<file path="src/rtl/core/id3_pkg.sv">
package id3_pkg;

  // Configuration port
  localparam int CFG_ADDR_W = 4;
  localparam int CFG_DATA_W = 32;

  localparam logic [1:0] REG_FRAME_ID    = 2'd0;
  localparam logic [1:0] REG_CMP_LENGTH  = 2'd1;
  localparam logic [1:0] REG_STRING_MODE = 2'd2;

  localparam logic [31:0] FRAME_ID_RESET    = 32'd1414091826;
  localparam logic [2:0]  CMP_LENGTH_RESET  = 3'd4;
  localparam logic        STRING_MODE_RESET = 1'b0;

  // Stream widths
  localparam int IN_TDATA_W  = 8;
  localparam int OUT_TDATA_W = 48;

  // Tag format constants
  localparam logic [23:0] TAG_SIGNATURE   = 24'h494433;  // "ID3"
  localparam logic [15:0] VERSION_FOUR    = 16'h0400;
  localparam logic [15:0] VERSION_THREE   = 16'h0300;
  localparam int          FLAG_UNSYNC     = 7;
  localparam int          FLAG_EXT_HEADER = 6;
  localparam logic [32:0] FRAME_HDR_BYTES = 33'd10;     // id + size + flags

  // Status codes
  localparam logic [2:0] ST_FOUND    = 3'd0;
  localparam logic [2:0] ST_BADSIG   = 3'd1;
  localparam logic [2:0] ST_BADVER   = 3'd2;
  localparam logic [2:0] ST_BADFLAGS = 3'd3;
  localparam logic [2:0] ST_NOTFOUND = 3'd4;
  localparam logic [2:0] ST_BADENC   = 3'd5;
  localparam logic [2:0] ST_TRUNC    = 3'd6;

  // Text encodings that are refused in string mode
  localparam logic [7:0] ENC_UTF16     = 8'd1;
  localparam logic [7:0] ENC_UTF16_BE  = 8'd2;

  typedef struct packed {
    logic [31:0] frame_id;
    logic [2:0]  cmp_length;
    logic        string_mode;
  } cfg_t;

  typedef struct packed {
    logic        have;
    logic        kind;
    logic [7:0]  data;
    logic [2:0]  status;
    logic        last;
    logic [31:0] size;
  } result_t;

endpackage

</file>
<file path="src/rtl/core/id3_cfg.sv">
module id3_cfg (
  input  logic                            clk,
  input  logic                            rst,
  input  logic                            psel,
  input  logic                            penable,
  input  logic                            pwrite,
  input  logic [id3_pkg::CFG_ADDR_W-1:0]  paddr,
  input  logic [id3_pkg::CFG_DATA_W-1:0]  pwdata,
  output logic [id3_pkg::CFG_DATA_W-1:0]  prdata,
  output logic                            pready,
  output id3_pkg::cfg_t                   cfg
);
  import id3_pkg::*;

  logic       wr_en;
  logic [1:0] reg_idx;

  assign pready  = 1'b1;
  assign wr_en   = psel && penable && pwrite && pready;
  assign reg_idx = paddr[3:2];

  // Register writes; addresses past the list are dropped
  always_ff @(posedge clk) begin
    if (rst) begin
      cfg.frame_id    <= FRAME_ID_RESET;
      cfg.cmp_length  <= CMP_LENGTH_RESET;
      cfg.string_mode <= STRING_MODE_RESET;
    end else if (wr_en) begin
      unique case (reg_idx)
        REG_FRAME_ID:    cfg.frame_id    <= pwdata;
        REG_CMP_LENGTH:  cfg.cmp_length  <= pwdata[2:0];
        REG_STRING_MODE: cfg.string_mode <= pwdata[0];
        default: ;
      endcase
    end
  end

  // Read back
  always_comb begin
    unique case (reg_idx)
      REG_FRAME_ID:    prdata = cfg.frame_id;
      REG_CMP_LENGTH:  prdata = {29'd0, cfg.cmp_length};
      REG_STRING_MODE: prdata = {31'd0, cfg.string_mode};
      default:         prdata = '0;
    endcase
  end

endmodule

</file>
<file path="src/rtl/core/id3_parser.sv">
module id3_parser (
  input  logic             clk,
  input  logic             rst,
  input  logic             step,
  input  logic [7:0]       in_byte,
  input  logic             in_eof,
  input  id3_pkg::cfg_t    cfg,
  output id3_pkg::result_t res
);
  import id3_pkg::*;

  typedef enum logic [10:0] {
    PH_SIG   = 11'b000_0000_0001,
    PH_VER   = 11'b000_0000_0010,
    PH_FLAGS = 11'b000_0000_0100,
    PH_TSIZE = 11'b000_0000_1000,
    PH_FID   = 11'b000_0001_0000,
    PH_FSIZE = 11'b000_0010_0000,
    PH_FFLAG = 11'b000_0100_0000,
    PH_SKIP  = 11'b000_1000_0000,
    PH_ENC   = 11'b001_0000_0000,
    PH_EMIT  = 11'b010_0000_0000,
    PH_DONE  = 11'b100_0000_0000
  } phase_t;

  phase_t      phase, phase_next;
  logic [3:0]  count, count_next, count_inc;
  logic        v4, v4_next;
  logic [31:0] seen, seen_next;
  logic [31:0] acc, acc_next;
  logic [27:0] tag, tag_next, tag_after_skip;
  logic [31:0] left, left_next, left_dec;
  logic [32:0] cost, cost_next;   // header bytes plus frame size, for the skip

  logic        fin, skipped, id_match;
  logic [2:0]  fin_status;
  logic [31:0] fin_size;
  logic [31:0] id_mask;

  // Leading characters that must match; zero compares nothing, above four acts as four
  always_comb begin
    case (cfg.cmp_length)
      3'd0:    id_mask = 32'h0000_0000;
      3'd1:    id_mask = 32'hFF00_0000;
      3'd2:    id_mask = 32'hFFFF_0000;
      3'd3:    id_mask = 32'hFFFF_FF00;
      default: id_mask = 32'hFFFF_FFFF;
    endcase
  end

  assign id_match  = (seen & id_mask) == (cfg.frame_id & id_mask);
  assign count_inc = count + 4'd1;
  assign left_dec  = left - 32'd1;

  // Tag budget after a skipped frame, floored at zero
  assign tag_after_skip = ({5'd0, tag} > cost) ? (tag - cost[27:0]) : 28'd0;

  always_comb begin
    phase_next = phase;
    count_next = count;
    v4_next    = v4;
    seen_next  = seen;
    acc_next   = acc;
    tag_next   = tag;
    left_next  = left;
    cost_next  = cost;
    fin        = 1'b0;
    fin_status = ST_FOUND;
    fin_size   = '0;
    skipped    = 1'b0;
    res        = '0;

    unique case (phase)
      PH_SIG: begin
        seen_next  = {seen[23:0], in_byte};
        count_next = count_inc;
        if (count_inc >= 4'd3) begin
          if (seen_next[23:0] != TAG_SIGNATURE) begin
            fin = 1'b1; fin_status = ST_BADSIG;
          end else begin
            phase_next = PH_VER;
            count_next = '0;
            acc_next   = '0;
          end
        end
      end
      PH_VER: begin
        acc_next   = {acc[23:0], in_byte};
        count_next = count_inc;
        if (count_inc >= 4'd2) begin
          if (acc_next[15:0] == VERSION_FOUR) begin
            v4_next = 1'b1; phase_next = PH_FLAGS;
          end else if (acc_next[15:0] == VERSION_THREE) begin
            v4_next = 1'b0; phase_next = PH_FLAGS;
          end else begin
            fin = 1'b1; fin_status = ST_BADVER;
          end
        end
      end
      PH_FLAGS: begin
        if (in_byte[FLAG_UNSYNC] || in_byte[FLAG_EXT_HEADER]) begin
          fin = 1'b1; fin_status = ST_BADFLAGS;
        end else begin
          phase_next = PH_TSIZE;
          count_next = '0;
          acc_next   = '0;
        end
      end
      PH_TSIZE: begin
        acc_next   = {acc[24:0], in_byte[6:0]};
        count_next = count_inc;
        if (count_inc >= 4'd4) begin
          tag_next = acc_next[27:0];
          if (acc_next[27:0] == 28'd0) begin
            fin = 1'b1; fin_status = ST_NOTFOUND;
          end else begin
            phase_next = PH_FID;
            count_next = '0;
          end
        end
      end
      PH_FID: begin
        if (count == 4'd0 && in_byte == 8'd0) begin
          fin = 1'b1; fin_status = ST_NOTFOUND;
        end else begin
          seen_next  = {seen[23:0], in_byte};
          count_next = count_inc;
          if (count_inc >= 4'd4) begin
            phase_next = PH_FSIZE;
            count_next = '0;
            acc_next   = '0;
          end
        end
      end
      PH_FSIZE: begin
        // syncsafe in 2.4, plain big-endian in 2.3
        if (v4) acc_next = {acc[24:0], in_byte[6:0]};
        else    acc_next = {acc[23:0], in_byte};
        count_next = count_inc;
        if (count_inc >= 4'd4) begin
          left_next  = acc_next;
          phase_next = PH_FFLAG;
          count_next = '0;
        end
      end
      PH_FFLAG: begin
        count_next = count_inc;
        if (count_inc < 4'd2) begin
          cost_next = {1'b0, acc} + FRAME_HDR_BYTES;
        end else if (id_match) begin
          if (left == 32'd0) begin
            fin = 1'b1; fin_status = ST_FOUND; fin_size = acc;
          end else begin
            phase_next = cfg.string_mode ? PH_ENC : PH_EMIT;
          end
        end else if (left == 32'd0) begin
          skipped = 1'b1;
        end else begin
          phase_next = PH_SKIP;
        end
      end
      PH_SKIP: begin
        left_next = left_dec;
        if (left_dec == 32'd0) skipped = 1'b1;
      end
      PH_ENC: begin
        left_next = left_dec;
        if (in_byte == ENC_UTF16 || in_byte == ENC_UTF16_BE) begin
          fin = 1'b1; fin_status = ST_BADENC;
        end else if (left_dec == 32'd0) begin
          fin = 1'b1; fin_status = ST_FOUND; fin_size = acc;
        end else begin
          phase_next = PH_EMIT;
        end
      end
      PH_EMIT: begin
        left_next  = left_dec;
        res.have   = 1'b1;
        res.kind   = 1'b0;
        res.data   = in_byte;
        res.status = ST_FOUND;
        res.size   = acc;
        res.last   = (left_dec == 32'd0);
        if (left_dec == 32'd0) phase_next = PH_DONE;
      end
      PH_DONE: ;
      default: ;
    endcase

    // Frame skipped: charge it against the tag budget
    if (skipped) begin
      tag_next = tag_after_skip;
      if (tag_after_skip == 28'd0) begin
        fin = 1'b1; fin_status = ST_NOTFOUND;
      end else begin
        phase_next = PH_FID;
        count_next = '0;
      end
    end

    // Final status-only result
    if (fin) begin
      res.have   = 1'b1;
      res.kind   = 1'b1;
      res.data   = '0;
      res.status = fin_status;
      res.last   = 1'b1;
      res.size   = fin_size;
      phase_next = PH_DONE;
    end

    // End of file: truncate an unfinished search and start over
    if (in_eof) begin
      if (res.have && !res.last) begin
        res.last   = 1'b1;
        res.status = ST_TRUNC;
        res.size   = '0;
      end else if (!res.have && phase_next != PH_DONE) begin
        res.have   = 1'b1;
        res.kind   = 1'b1;
        res.data   = '0;
        res.status = ST_TRUNC;
        res.last   = 1'b1;
        res.size   = '0;
      end
      phase_next = PH_SIG;
      count_next = '0;
      v4_next    = 1'b0;
      seen_next  = '0;
      acc_next   = '0;
      tag_next   = '0;
      left_next  = '0;
      cost_next  = '0;
    end
  end

  always_ff @(posedge clk) begin
    if (rst) begin
      phase <= PH_SIG;
      count <= '0;
      v4    <= 1'b0;
      seen  <= '0;
      acc   <= '0;
      tag   <= '0;
      left  <= '0;
      cost  <= '0;
    end else if (step) begin
      phase <= phase_next;
      count <= count_next;
      v4    <= v4_next;
      seen  <= seen_next;
      acc   <= acc_next;
      tag   <= tag_next;
      left  <= left_next;
      cost  <= cost_next;
    end
  end

endmodule

</file>
<file path="src/rtl/core/id3v2_frame_extractor.sv">
// ID3v2 frame extractor.
// Input stream: one file byte per transfer. s_axis_tdata[7:0] is the byte,
// s_axis_tlast marks the final byte of a file; the next byte starts a new file.
// Output stream: zero or one result per input byte. Payload bytes of the first
// matching frame come out with tuser 0; a status-only result has tuser 1.
// m_axis_tlast marks the final result of a file.
// Configuration: APB registers at 0x0 (wanted frame ID), 0x4 (compare length),
// 0x8 (string mode); write them only while the stream is idle.
// A result travels from its byte through the input register and the result
// register. Throughput is one byte per cycle while the receiver keeps up; the
// parser step between those two registers is combinational.
// Reset (synchronous, active high) empties both registers, returns the parser
// to the signature phase and loads the register defaults.
// When the receiver stalls, the held result stays put; one more byte can sit
// in the input register, and then s_axis_tready drops until the result moves.
module id3v2_frame_extractor (
  input  logic                             clk,
  input  logic                             rst,
  input  logic                             s_axis_tvalid,
  output logic                             s_axis_tready,
  input  logic [id3_pkg::IN_TDATA_W-1:0]   s_axis_tdata,   // [7:0] in_byte
  input  logic                             s_axis_tlast,   // end_of_file
  output logic                             m_axis_tvalid,
  input  logic                             m_axis_tready,
  // [7:0] payload_byte, [10:8] status_code, [42:11] frame_size, [47:43] zero
  output logic [id3_pkg::OUT_TDATA_W-1:0]  m_axis_tdata,
  output logic                             m_axis_tlast,   // last_result
  output logic                             m_axis_tuser,   // result_kind
  input  logic                             psel,
  input  logic                             penable,
  input  logic                             pwrite,
  input  logic [id3_pkg::CFG_ADDR_W-1:0]   paddr,
  input  logic [id3_pkg::CFG_DATA_W-1:0]   pwdata,
  output logic [id3_pkg::CFG_DATA_W-1:0]   prdata,
  output logic                             pready
);
  import id3_pkg::*;

  cfg_t       cfg;
  result_t    step_res;
  result_t    out_res;

  logic       in_valid;
  logic [7:0] in_byte;
  logic       in_eof;
  logic       advance;

  id3_cfg u_cfg (
    .clk     (clk),
    .rst     (rst),
    .psel    (psel),
    .penable (penable),
    .pwrite  (pwrite),
    .paddr   (paddr),
    .pwdata  (pwdata),
    .prdata  (prdata),
    .pready  (pready),
    .cfg     (cfg)
  );

  // Parser steps when a byte is held and the result register can take its result
  assign advance       = in_valid && (!m_axis_tvalid || m_axis_tready);
  assign s_axis_tready = !in_valid || advance;

  id3_parser u_parser (
    .clk     (clk),
    .rst     (rst),
    .step    (advance),
    .in_byte (in_byte),
    .in_eof  (in_eof),
    .cfg     (cfg),
    .res     (step_res)
  );

  // Input register
  always_ff @(posedge clk) begin
    if (rst) begin
      in_valid <= 1'b0;
    end else if (s_axis_tready) begin
      in_valid <= s_axis_tvalid;
    end
  end

  always_ff @(posedge clk) begin
    if (s_axis_tready) begin
      in_byte <= s_axis_tdata[7:0];
      in_eof  <= s_axis_tlast;
    end
  end

  // Result register
  always_ff @(posedge clk) begin
    if (rst) begin
      m_axis_tvalid <= 1'b0;
    end else if (!m_axis_tvalid || m_axis_tready) begin
      m_axis_tvalid <= advance && step_res.have;
    end
  end

  always_ff @(posedge clk) begin
    if (!m_axis_tvalid || m_axis_tready) begin
      out_res <= step_res;
    end
  end

  assign m_axis_tdata = {5'd0, out_res.size, out_res.status, out_res.data};
  assign m_axis_tlast = out_res.last;
  assign m_axis_tuser = out_res.kind;

endmodule

</file>
<file path="config.mk">
export PLATFORM = sky130hd
export DESIGN_NAME = id3v2_frame_extractor
export DESIGN_NICKNAME = d
export VERILOG_FILES = /design/src/rtl/core/id3_pkg.sv /design/src/rtl/core/id3_cfg.sv /design/src/rtl/core/id3_parser.sv /design/src/rtl/core/id3v2_frame_extractor.sv
export SDC_FILE = /design/constraint.sdc
export NUM_CORES = 1
export LEC_CHECK = 0
export ABC_CLOCK_PERIOD_IN_PS = 4860
export BUFFER_PORTS_ARGS = -buffer_cell sky130_fd_sc_hd__buf_2
export CELL_PAD_IN_SITES_DETAIL_PLACEMENT = 1
export CELL_PAD_IN_SITES_GLOBAL_PLACEMENT = 2
export CORE_ASPECT_RATIO = 1.25
export CORE_MARGIN = 1
export CORE_UTILIZATION = 37
export DETAILED_ROUTE_END_ITERATION = 10
export HOLD_SLACK_MARGIN = 0.12
export PLACE_DENSITY = 0.93
export SYNTH_ARGS = -nofsm -noshare
export SYNTH_HDL_FRONTEND = slang
export SYNTH_SLANG_ARGS = --single-unit
</file>
<file path="constraint.sdc">
create_clock -name clk -period 4.86 [get_ports clk]
set_clock_uncertainty 0.1 [all_clocks]
set_input_delay 0.729 -clock clk [delete_from_list [all_inputs] [get_ports clk]]
set_output_delay 0.729 -clock clk [all_outputs]
set_load 0.05 [all_outputs]
</file>
After elaboration in Yosys (flattened, before gate mapping)

Index checks and enable logic that the tools add are counted.

Register bits: 265
Latch bits: 0
Bits in writable memories: 0
Memory bits (read-only): 0
Input port bits: 52
Output and inout bits: 85
Logic and storage cells: 212
Memories kept: 0

$add $sub $neg: 4
Multipliers: 0
Divide/modulo/power cells: 0
Magnitude comparators: 5
Eq/ne operators: 28
Shift-type cells: 0
Mux-type cells: 109
Bitwise gates (word level): 2
Reduce and logical (&&, ||, !) cells: 44

Operator list:

| cell                                                | number |
|---|---|
| two-way mux 32 bit                                  | 16 |
| two-way mux 11 bit                                  | 22 |
| case mux 32 bit (2 select lines)                    | 3 |
| case mux 32 bit (6 select lines)                    | 1 |
| two-way mux 46 bit                                  | 4 |
| two-way mux 28 bit                                  | 5 |
| case mux 32 bit (4 select lines)                    | 1 |
| two-way mux 33 bit                                  | 3 |
| case mux 11 bit (9 select lines)                    | 1 |
| case mux 32 bit (3 select lines)                    | 1 |
| AND 32 bit                                          | 2 |
| zero test 32 bit                                    | 2 |
| zero test 28 bit                                    | 2 |
| two-way mux 4 bit                                   | 10 |
| two-way mux 36 bit                                  | 1 |
| adder 32 x 4 -> 33 bit (second input constant)      | 1 |
| greater-than comparator 28 x 33 -> 1 bit            | 1 |
| equality test 32 bit                                | 1 |
| subtractor 32 x 1 -> 32 bit (second input constant) | 1 |
| subtractor 28 bit                                   | 1 |
| two-way mux 3 bit                                   | 9 |
| two-way mux 1 bit                                   | 24 |
| != test 24 x 23 -> 1 bit (second input constant)    | 1 |
| case mux 4 bit (6 select lines)                     | 1 |
| other kinds (46)                                    | 78 |

Longest topological paths before layout

Gate-level depths: netlist of the first run.

Depth in word-level cells: 16
Depth in mapped cells: 17
Mapped depth without buffers: 15

Cells and area by module

A second synthesis of the first run with hierarchy kept.

Cell total of the unflattened synthesis: 2083
Area, all modules: 16718.5 um^2

By module, submodules not included:

| module                | times used | cells each | area an instance (um^2) | sequential area each (um^2) |
|---|---|---|---|---|
| id3_parser            | 1          | 1813       | 13127.6                 | 3463.3 |
| id3_cfg               | 1          | 201        | 1850.5                  | 720.7 |
| id3v2_frame_extractor | 1          | 69         | 1740.4                  | 1661.6 |

Worst setup path before layout of the first run

Ideal clock, no wire load.

Path kind: reg-to-reg
Start point: register u_parser.cost[6]
End point: register out_res, in the netlist m_axis_tdata[16], data pin
Library setup time: 0.265 ns
Data arrival time: 3.780 ns
Data required time: 4.495 ns
Slack: 0.715 ns
Cell stages (with the launch flop): 15
Buffers on the path: 1
Period minus slack after synthesis: 4.145 ns
Cell sequence: dfxtp_1 > inv_1 > ha_1 > a21o_1 > a221o_1 > and2_1 > o31a_1 > o311ai_1 > nand4_1 > or4_1 > o21ai_1 > a211oi_1 > nor3_1 > buf_2 > nor4b_2

RTL lines:

| item                   | RTL line                     | source |
|---|---|---|
| from (decl)            | id3_parser.sv:33             | `logic [32:0] cost, cost_next;` |
| from (signal assigned) | id3_parser.sv:255            | `cost <= cost_next;` |
| to (signal assigned)   | id3v2_frame_extractor.sv:102 | `out_res <= step_res;` |
| to (decl)              | id3v2_frame_extractor.sv:41  | `result_t out_res;` |

==> impl_metrics.ini, run 1 <==
[synthesis]
synthTopCellsByCount = nor2_1 (277), dfxtp_1 (211), nand2_1 (209), a21oi_1 (140), clkbuf_1 (126)
ys_ff_latch = 265
synth_area_mm2 = 0.0165
yosys_warnings = 0
synthTopCellsByArea = dfxtp_1 (26%), edfxtp_1 (9.8%), nor2_1 (6.3%)
syn-mean-instance-area_um2 = 8.06
synth_cell_types = 89
ys.flop_type = dfxtp_1
synth_top_cell_area_share_pct = 25.5
ys_async_sr_fraction_pct = 0
synth_edf_count = 54
synth_largest_area_cell = dfxtp_1
synthCells = 2054
ys_seq_area_share_pct = 35.3
yosys.cell_count.top_type = nor2_1

[critical_path]
path_max_fanout = 30
path_depth = 14
path_cells = inv_1 > ha_1 > nor4b_4 > nand3_1 > or2_1 > or4_1 > nand3_1 > o311ai_0 > a221oi_1 > o31a_1 > o221ai_2 > o31a_2 > buf_12 > nor4b_2
reg2regPathDepth = 14
cp.buffers_inverters = 2
critPathArrivalTime_ns = 4.90
cp_top_family = simple AND/OR/NAND/NOR gates
cp.required_ns = 5.14
rrSetupSlack_ns = 0.24
startpoint_type = flop
endpoint_kind = flop
worst_path_max_delay_cell = or4_1
r2r_start = u_parser.left[0]$_SDFFE_PP0P_
cp_common_cell = nand3_1
critPathKind = flop to flop
r2r_end = m_axis_tdata[17]$_DFFE_PN_
slowest_delay_ns = 0.60

[timing]
clock.fmax_ghz = 0.216
fin_crit_sh_pct = 95.1
setup_violations = 0
hold_violations = 0
slew_viol_final = 0
worstMarginPinSlew_ns = 1.09
finalSetupTns_ns = 0
timing.final.ws_setup_ns = 0.236
slew_headroom_pct = 27.2
finalCriticalPeriod_ns = 4.62

[clock_tree]
cts_setup_buffers = 0
cts_max_level = 1
clockBufferDepth = 3
clkSlewWorstSetupHoldPaths_ns = 0.06
cts.sinks = 265
cts_tree = built
numCtsBuffers = 29
worstSkewPairLatency_ns = 0.57
clockRootBuffer = clkbuf_16
cts.hold.buffers_added = 0

[global_routing]
gr-total-overflow = 0
grt_pass1_wl_um = 92000
grt_usage_pct = 25.5
grt_max_degree = 111
antenna_found_initial = 0
first_global_vias = 16700

[detailed_routing]
vias_per_cell = 5.87
wl_um = 58600
routedWlPerCell_um = 21.5
via_count = 16000
dr.first_iter.drc_count = 900
ant_nets = 0
first_pass_iters = 5
drc = 0

[hold_path]
min_from = s_axis_tdata[3]
hold_path_class = primary input to flop
holdPathStages = 1
hold_end = in_byte[3]$_DFFE_PP_

[layout]
num_antenna_cells = 0
final_util_pct = 43.2
final_layout_size_suffix_gt1_share_pct = 16.7
fin_cells = 2730
final_area_mm2 = 0.0191
area_delta_synth_final_pct = 15.2
fin_nets = 2225

[power]
cellPowerDensity_mw_per_mm2 = 269
p_leak_nw = 7.42
ir_drop_mv = 0.238

[placement]
dp.final_hpwl_um = 42700
gp_congestion = 0.941
place_area_mm2 = 0.0180
place_inst = 2677
dp_slack_ns = -0.122
port_buffers = 128

[die]
chipHeight_um = 238
die_w_um = 191
initial_core_util_pct = 37.5
dieArea_mm2 = 0.0456
rows = 86
io_pins = 137
coreArea_mm2 = 0.0441

[run_status]
status = finished, final reports clean

[flow_run]
maxCapViolCount = 0
## cells by family after synthesis
group / after synthesis / synth area share, %
flops: 265 / 35.3
compound gates: 508 / 20.5
xor+xnor: 102 / 5.40
buf+inv: 219 / 5.78
mux: 27 / 1.63
fa+ha+maj: 37 / 2.84
simple gates: 894 / 28.5
other cells: 2 / 0.0454
## how the worst max path moves through the flow
stage                                              from                    endpoint  slack (ns)
after global placement    u_parser.cost[7]$_SDFFE_PP0P_  m_axis_tdata[32]$_DFFE_PN_       0.007
after global routing      u_parser.left[0]$_SDFFE_PP0P_  m_axis_tdata[17]$_DFFE_PN_      -0.003
final                     u_parser.left[0]$_SDFFE_PP0P_  m_axis_tdata[17]$_DFFE_PN_        0.24
after detailed placement  u_parser.cost[7]$_SDFFE_PP0P_  m_axis_tdata[17]$_DFFE_PN_       -0.12
after CTS                 u_parser.cost[7]$_SDFFE_PP0P_  m_axis_tdata[17]$_DFFE_PN_       0.008
after floorplan           u_parser.cost[6]$_SDFFE_PP0P_  m_axis_tdata[16]$_DFFE_PN_        0.71
## worst register-to-register path: stages (launching register included)
cell	delay, ns
dfxtp_1	0.35
inv_1	0.12
ha_1	0.25
nor4b_4	0.37
nand3_1	0.31
or2_1	0.44
or4_1	0.61
nand3_1	0.15
o311ai_0	0.13
a221oi_1	0.32
o31a_1	0.20
o221ai_2	0.13
o31a_2	0.43
buf_12	0.20
nor4b_2	0.34
## where the power goes
group	switching [mW]	internal (mW)
Combinational	0.305	0.121
Clock	0.954	1.46
Sequential	0.0217	2.26
Total	1.28	3.85
## layout by cell type (no fill, tap or decap), types with 6 or more instances in the layout
cell type    n
or2_2       14
or4_1       10
xnor2_1     51
nand3_1     44
nand3b_1    18
nor2b_1     17
a211oi_1    18
nor3b_1     10
nor4b_1      9
or3_1       12
ha_1        36
nand2_1    209
and3_1      15
a211o_1      6
nand4_1     35
nor2_1     275
nor4_1      27
nand2b_1    17
buf_2      127
o21ai_0     81
mux2i_1     27
o21a_1      10
a22oi_1    121
dfxtp_1    211
clkbuf_16   30
and2_1      45
o31ai_1      9
buf_4       84
edfxtp_1    54
o211ai_1     8
nor3_1      72
inv_1       49
xor2_1      51
nor4b_2     28
a21oi_1    140
conb_1       6
a2111oi_0   22
nor4_2       7
a21o_1      18
## per-layer routing
metal  part of all wire [%]  GRT usage, %
met5                      0         0.330
met4                    5.5          13.6
met3                    3.7          2.96
met2                     50          45.6
met1                     41          29.6
## per-stage QoR
step | power, mW | hold slack (ns)
floorplan | 2.61 | 0.332
global placement | 2.75 | 0.347
detailed placement | 2.76 | 0.370
CTS | 5.17 | 0.213
global route | 5.28 | 0.225
finish | 5.13 | 0.238
## sequential cells by signal (all words and copies together) (netlist names), 4 cells and up
signal and count:
u_parser.phase 11, m_axis_tdata 43, in_byte 8, u_parser.seen 32
u_parser.acc 32, u_cfg.cfg 36, u_parser.cost 33, u_parser.count 4
u_parser.tag 28, u_parser.left 32
## repair_timing
action,4_1_cts,5_1_grt
endpoints found under the hold margin,0,0
pin swaps,0,1
endpoints found under the setup margin,32,33
gates resized for setup,2,9
## cell type report
type	count	area [um^2]
tap	572	716
timing repair buffer	216	1360
multi-input combinational	1574	9920
fill	5356	25000
inverter	50	188
sequential	265	5850
clock buffer	38	831
clock inverter	15	209
Note: power is estimated with default switching activity, not from simulation.
==> run 2, diff against run 1 <==
--- a/config.mk
+++ b/config.mk
@@ -9,7 +9,7 @@
 export BUFFER_PORTS_ARGS = -buffer_cell sky130_fd_sc_hd__buf_2
 export CELL_PAD_IN_SITES_DETAIL_PLACEMENT = 1
 export CELL_PAD_IN_SITES_GLOBAL_PLACEMENT = 2
-export CORE_ASPECT_RATIO = 1.25
+export CORE_ASPECT_RATIO = 0.7
 export CORE_MARGIN = 1
 export CORE_UTILIZATION = 37
 export DETAILED_ROUTE_END_ITERATION = 10
==> run 2 against run 1 <==
Compared with the run above:
- combinational power increased by 3%
- clock power decreased by 7%
- global-route usage increased by 0.80 points
- final area increased by 0.23%
- count of clock-buffer cells in the layout increased by 9
- power decreased by 3.3%
- flip-flop and latch count unchanged
- largest cell class unchanged
- largest power group is now registers
==> impl_metrics.ini, run 2 (synthesis results as in run 1) <==
[layout]
fin_nets = 2245
multi_input_area_mm2 = 0.00989
mostFrequentLayoutCell = nor2_1
fillers = 5375
area_delta_synth_final_pct = 15.5
seq_area_mm2 = 0.00585
num_antenna_cells = 0
final_area_mm2 = 0.0191
final_cell_mix = nor2_1 (275), dfxtp_1 (211), nand2_1 (209), a21oi_1 (140), buf_2 (127)
final_layout_size_suffix_gt1_share_pct = 17.0
largest_reg_flops = 43

[critical_path]
reg2regPathDepth = 15
worst_path_max_delay_cell = or4_1
cp_top_family = compound AO/OA/AOI/OAI gates
path_cells = inv_1 > ha_1 > a21o_1 > a221o_1 > and2_1 > o31a_1 > o311ai_1 > nand4_1 > or4_1 > o21ai_1 > buf_4 > a221oi_1 > o31a_2 > buf_12 > nor4b_1
endpoint_kind = flop
path_depth = 15
path_max_fanout = 32
cp.required_ns = 5.15
startpoint_type = flop
cp.buffers_inverters = 3
critPathArrivalTime_ns = 4.95
r2r_start = u_parser.cost[6]$_SDFFE_PP0P_
cp-startpoint = u_parser.cost[6]$_SDFFE_PP0P_
slowest_delay_ns = 0.57
critPathKind = flop to flop

[global_routing]
first_global_vias = 15700
gr-total-overflow = 0
grt_usage_pct = 26.4
grt_max_degree = 136
grt_pass1_wl_um = 93700
antenna_found_initial = 0

[die]
dieArea_mm2 = 0.0456
rows = 64
initial_core_util_pct = 37.7
coreArea_mm2 = 0.0439
chipHeight_um = 179
io_pins = 137
die_w_um = 255

[detailed_routing]
vias_per_cell = 5.92
via_count = 16400
drc = 0
routedWlPerCell_um = 22.2
first_pass_iters = 5
ant_nets = 0
dr.first_iter.drc_count = 1439
wl_um = 61600

[timing]
slew_headroom_pct = 21.1
whs_ns = 0.220
hold_violations = 0
fin_crit_sh_pct = 95.9
clock.fmax_ghz = 0.214
slew_viol_final = 0
finalSetupTns_ns = 0
worstMarginPinSlew_ns = 1.18
finalCriticalPeriod_ns = 4.66
setup_violations = 0

[placement]
port_buffers = 128
gp_congestion = 0.960
place_area_mm2 = 0.0181
dp.final_hpwl_um = 44900

[clock_tree]
worstSkewPairLatency_ns = 0.59
cts.sinks = 265
clockBufferDepth = 3
clockRootBuffer = clkbuf_16
cts_tree = built
cts.hold.buffers_added = 0
numCtsBuffers = 30
clkSlewWorstSetupHoldPaths_ns = 0.06
cts_max_level = 1

[power]
cellPowerDensity_mw_per_mm2 = 259
p_int_mw = 3.65
clockPowerShare_pct = 45.1
comb_power_share_pct = 8.8
p_leak_nw = 7.46
switching_power_mw = 1.31
netSwitchingFraction_pct = 26.5
p_total_mw = 4.96
power.share.sequential_pct = 46.1
ir_drop_mv = 0.203

[run_status]
status = finished, final reports clean

[hold_path]
hold_path_class = primary input to flop
holdPathStages = 1
min_from = s_axis_tlast

[flow_run]
maxCapViolCount = 0
run 2: cell count changes in the layout (fill, tap and decap cells not counted), sizes merged:
cell / delta
buf: +19
clkbuf: +9
bufinv: -4
clkinvlp: -4
clkinv: -2
inv: +2
run 2: final cells by class:
| class | instances | share of cell area, % |
|---|---|---|
| Clock inverter | 7 | 0.425 |
| Tap cell | 594 | 3.89 |
| Timing Repair Buffer | 235 | 7.91 |
| Sequential cell | 265 | 30.6 |
| Clock buffer | 47 | 4.47 |
| Inverter | 50 | 0.982 |
| Multi-Input combinational cell | 1574 | 51.7 |
run 2: power groups by stage:
stage / Clock [mW] / Sequential [mW] / Combinational, mW
final: 2.24 / 2.29 / 0.437
after global routing: 2.36 / 2.29 / 0.465
after CTS: 2.27 / 2.29 / 0.430
after detailed placement: 0 / 2.33 / 0.428
after global placement: 0 / 2.33 / 0.421
after floorplan: 0 / 2.36 / 0.255
run 2: final timing paths:
kind | end | slack, ns
max reg2reg | m_axis_tdata[14]$_DFFE_PN_ | 0.20
max | m_axis_tdata[14]$_DFFE_PN_ | 0.20
min | in_eof$_DFFE_PP_ | 0.22
min reg2reg | u_parser.cost[1]$_SDFFE_PP0P_ | 0.38
run 2: per-layer routing:
metal	vias up	routed length, um	GRT usage, %
met3	72	3730	3.35
li1	7602	-	-
met4	0	1070	5.21
met5	-	0	0
met1	8249	30800	40.6
met2	499	25900	38.6
run 2: metrics by stage:
stage	utilization, %	std cells	worst slack [ns]
after floorplan	-	2058	0.715
after global placement	41.3	2716	0.279
after detailed placement	41.3	2716	0.104
after CTS	43.4	2770	0.0722
after global routing	43.6	2772	-0.00917
final	43.6	2772	0.198
run 2: what timing repair did:
item,in CTS,in global routing
buffers inserted,0,2
endpoints found under the hold margin,0,0
setup endpoints to repair,0,36
resized for setup,0,8
